### config.mk
export PLATFORM = sky130hd
export DESIGN_NAME = rbt_modred
export DESIGN_NICKNAME = d
export VERILOG_FILES = /design/src/rtl/rbt_pkg.sv /design/src/rtl/rbt_modred.sv
export SDC_FILE = /design/constraint.sdc
export NUM_CORES = 2
export LEC_CHECK = 0
export ABC_AREA = 1
export BUFFER_PORTS_ARGS = -buffer_cell sky130_fd_sc_hd__buf_2
export CAP_MARGIN = 20
export CORE_ASPECT_RATIO = 2
export CORE_MARGIN = 3
export CORE_UTILIZATION = 50
export DETAILED_ROUTE_END_ITERATION = 8
export PLACE_DENSITY_LB_ADDON = 0.12
export SKIP_CTS_REPAIR_TIMING = 1
export SLEW_MARGIN = 20
export SYNTH_ARGS = -nofsm -noshare
export SYNTH_HDL_FRONTEND = slang
export SYNTH_SLANG_ARGS = --single-unit
### constraint.sdc
create_clock -name aclk -period 6.5 [get_ports aclk]
set_input_delay 1.3 -clock aclk [delete_from_list [all_inputs] [get_ports aclk]]
set_output_delay 1.3 -clock aclk [all_outputs]
set_load 0.005 [all_outputs]
### src/rtl/rbt_pkg.sv
// shared constants and modular helper for the red-black tree counter
package rbt_pkg;

    localparam int NODE_COUNT_W = 10;
    localparam int TREE_COUNT_W = 30;

    localparam logic [TREE_COUNT_W-1:0] MODULUS = 30'd1000000007;

    // sum of two residues, reduced once
    function automatic logic [TREE_COUNT_W-1:0] mod_add(
        input logic [TREE_COUNT_W-1:0] a,
        input logic [TREE_COUNT_W-1:0] b
    );
        logic [TREE_COUNT_W:0] s;
        s = {1'b0, a} + {1'b0, b};
        if (s >= {1'b0, MODULUS}) begin
            s = s - {1'b0, MODULUS};
        end
        return s[TREE_COUNT_W-1:0];
    endfunction

endpackage

### src/rtl/rbt_modred.sv
// pipelined Barrett reduction of a product of two residues modulo the prime
module rbt_modred (
    input  logic                                aclk,
    input  logic                                aresetn,
    input  logic                                in_valid,
    input  logic [2*rbt_pkg::TREE_COUNT_W-1:0]  value,
    output logic                                out_valid,
    output logic [rbt_pkg::TREE_COUNT_W-1:0]    result
);

    localparam int TW = rbt_pkg::TREE_COUNT_W;
    localparam int QW = 2 * TW + 2;

    // floor(2^60 / modulus)
    localparam logic [TW:0] MU = 31'd1152921496;

    logic [3:0]     v_reg;
    logic [QW-1:0]  q_reg;
    logic [31:0]    xa_reg;
    logic [31:0]    xb_reg;
    logic [31:0]    t_reg;
    logic [31:0]    r_reg;
    logic [TW-1:0]  res_reg;
    logic [31:0]    r1;
    logic [31:0]    r2;

    // final remainder lies below three times the modulus, two trial subtractions
    always_comb begin
        r1 = r_reg;
        if (r1 >= {2'b00, rbt_pkg::MODULUS}) begin
            r1 = r1 - {2'b00, rbt_pkg::MODULUS};
        end
        r2 = r1;
        if (r2 >= {2'b00, rbt_pkg::MODULUS}) begin
            r2 = r2 - {2'b00, rbt_pkg::MODULUS};
        end
    end

    // valid shift register, one bit per stage
    always_ff @(posedge aclk) begin
        if (!aresetn) begin
            v_reg <= '0;
        end else begin
            v_reg <= {v_reg[2:0], in_valid};
        end
    end

    // quotient estimate, quotient times modulus, difference, correction
    always_ff @(posedge aclk) begin
        q_reg   <= QW'(value[2*TW-1:TW-1]) * QW'(MU);
        xa_reg  <= value[31:0];
        t_reg   <= {1'b0, q_reg[QW-1:TW+1]} * {2'b00, rbt_pkg::MODULUS};
        xb_reg  <= xa_reg;
        r_reg   <= xb_reg - t_reg;
        res_reg <= r2[TW-1:0];
    end

    assign out_valid = v_reg[3];
    assign result    = res_reg;

endmodule

==> results.json <==
{
  "yosysWarnings": 0,
  "period_minus_slack_ns": 6.31,
  "clk_pin_slew_ns": 0.08,
  "worstHoldEndpoint": "xb_reg[6]",
  "drt-total-wl_um": 94800,
  "drt_first_pass_iters": 8,
  "htree_levels": 4,
  "synth_xor_area_share_pct": 3.82,
  "synthMuxAreaShare_pct": 0,
  "ant_nets": 0,
  "fmax_mhz": 159,
  "yosys.area_share.adder_pct": 51.3,
  "r2r_slack_ns": 0.26,
  "avgRoutedWirePerCell_um": 19.9,
  "num_io_pins": 94,
  "dr_total_vias": 24600,
  "tightestPinTransition_ns": 0.691,
  "maxCapViolCount": 0,
  "cts-buffers-inserted": 17,
  "min_from": "xa_reg[6]",
  "drt_iter0_markers": 886,
  "ys_seq_area_share_pct": 12.6,
  "setup_violations": 0,
  "dieArea_um2": 64500,
  "die_x_um": 181,
  "fp.coreArea_um2": 60400,
  "synth_top_family_by_area": "adder cells",
  "crit_type": "input pin to flip-flop",
  "status": "finished, final reports clean",
  "synth_nets": 4680,
  "synth-edff-count": 0,
  "hold_violations": 0,
  "route.detailed.drc": 0,
  "required_ns": 6.86,
  "netlist.area_leader.share_pct": 29.0,
  "rows": 127,
  "synth_compound_area_share_pct": 6.47,
  "grt_usage_pct": 29.8,
  "antenna_found_initial": 3,
  "arrival_ns": 6.67,
  "timing.rr.end": "t_reg[28]",
  "clockRootBuffer": "clkbuf_16",
  "area_growth_pct": 14.3,
  "async_flop_share_pct": 0,
  "die_height_um": 356,
  "clock_latency_ns": 0.48,
  "netlist_top_cells_count": "950 x inv_1, 547 x ha_1, 526 x nand2_1",
  "yosys.area_share.simple_pct": 13.5,
  "avgSynthCellArea_um2": 8.46,
  "gp_congestion": 1.01,
  "tritoncts": "done",
  "yosysTopAreaCell": "fa_1",
  "drv_slew": 0,
  "initial_core_util_pct": 50.8,
  "critPathLaunchType": "input pin",
  "netlist_area_um2": 30700,
  "final_cells": 4769,
  "clockBufferDepth": 2,
  "worstSetupEndpointType": "flip-flop",
  "dp.cells": 4731,
  "timing.rr.start": "q_reg[40]",
  "fin_nets": 5034,
  "portBuffers": 93,
  "grt_pass1_wl_um": 145000,
  "period_share_pct": 97.0,
  "synthCells": 3626,
  "grt-ovfl-total": 0,
  "post_route_cells_drive_above_1_share_pct": 13.8,
  "finClkSkew_ns": 0.0173,
  "synth.most_common_cell": "inv_1",
  "first_global_vias": 26900,
  "cts_sinks": 193,
  "slew_headroom_pct": 53.5,
  "vias_per_cell": 5.16,
  "synthTopCellsByArea": "fa_1 29%, ha_1 22%, dfxtp_1 13%",
  "cp_max_fo": 4,
  "dp_hpwl_um": 85000,
  "min_path_cells": 0,
  "ys_types": 44,
  "grt_max_degree": 55,
  "yosys_register_bits": 193,
  "ff2ff_path_depth": 18,
  "worstHoldPathType": "flip-flop to flip-flop",
  "ys.flop_type": "dfxtp_1"
}
[worst max-delay path, cell delays in order]
cell,delay [ns]
buf_2,0.11
inv_4,0.05
buf_4,0.13
fa_1,0.49
fa_1,0.38
inv_1,0.10
fa_1,0.42
inv_1,0.08
fa_1,0.40
inv_1,0.08
fa_1,0.44
fa_1,0.58
fa_2,0.47
ha_4,0.27
a21oi_1,0.19
o21ai_0,0.16
a21oi_1,0.31
nor3_1,0.09
nor2_1,0.09
nand2_1,0.08
nand2_1,0.08
nand2_2,0.08
buf_4,0.15
xor2_1,0.13
[per-layer routing]
metal / global-route usage (%) / vias up / share of wire, % / wire length, um
li1: - / 11900 / - / -
met1: 23.9 / 11700 / 29 / 27200
met2: 61.7 / 624 / 58 / 55000
met3: 2.95 / 385 / 2.6 / 2420
met4: 25.0 / 2 / 11 / 10200
met5: 0 / - / 0.014 / 13
[cells by family (layout without fill, tap and decap cells)]
| group | after synthesis | after routing |
|---|---|---|
| AOI/OAI and AO/OA | 355 | 355 |
| xor gates and xnor gates | 133 | 133 |
| adders and majority gates | 991 | 991 |
| buffers and inverters | 979 | 1346 |
| and+or+nand+nor | 975 | 975 |
| DFF | 193 | 193 |
| other | 0 | 2 |
[how the worst max path moves through the flow]
stage / depth (start not counted) / endpoint / from
after floorplan: 23 / q_reg[60] / value[52]
after global placement: 22 / q_reg[60] / value[57]
after detailed placement: 22 / q_reg[60] / value[57]
after CTS: 22 / q_reg[60] / value[57]
after global routing: 26 / q_reg[56] / value[41]
final: 24 / q_reg[50] / value[42]
[through the flow]
| step | TNS, ns | hold WS [ns] | utilization [%] | cell area [um2] | worst slack [ns] |
|---|---|---|---|---|---|
| 2_1_floorplan | -0.0297 | 0.310 | - | 30700 | -0.0297 |
| 3_3_place_gp | -11.58 | 0.311 | 56.2 | 33900 | -0.542 |
| 3_5_place_dp | -13.05 | 0.312 | 56.2 | 33900 | -0.595 |
| 4_1_cts | -0.128 | 0.332 | 57.2 | 34500 | -0.0909 |
| 5_1_grt | -0.190 | 0.337 | 58.0 | 35000 | -0.0415 |
| 6_report | 0 | 0.330 | 58.0 | 35000 | 0.192 |
[layout make-up]
class                      instances  area [um2]
antenna                            2        5.00
clock buffer                      17         425
clock inverter                    15         194
fill                            5693       25300
inverter                         967        3640
multi-input combinational       2454       23500
sequential                       193        3860
tap                              774         968
timing repair buffer             347        2430
[cell usage in the layout, fill, tap and decap left out, types with 28 or more instances in the layout]
cell     instances
buf_2           90
inv_2           28
fa_1           432
o21ai_0         76
xnor2_1         56
nand3_1        108
nand2_1        515
buf_4          251
nor2_1         206
nand2_2         37
inv_1          937
a31oi_1         29
xor2_1          76
ha_1           532
a21oi_1        144
dfxtp_1        192
Power is left out: the tool's default activity adds up to more than one toggle a clock period on the data nets, which glitch-free logic cannot reach.
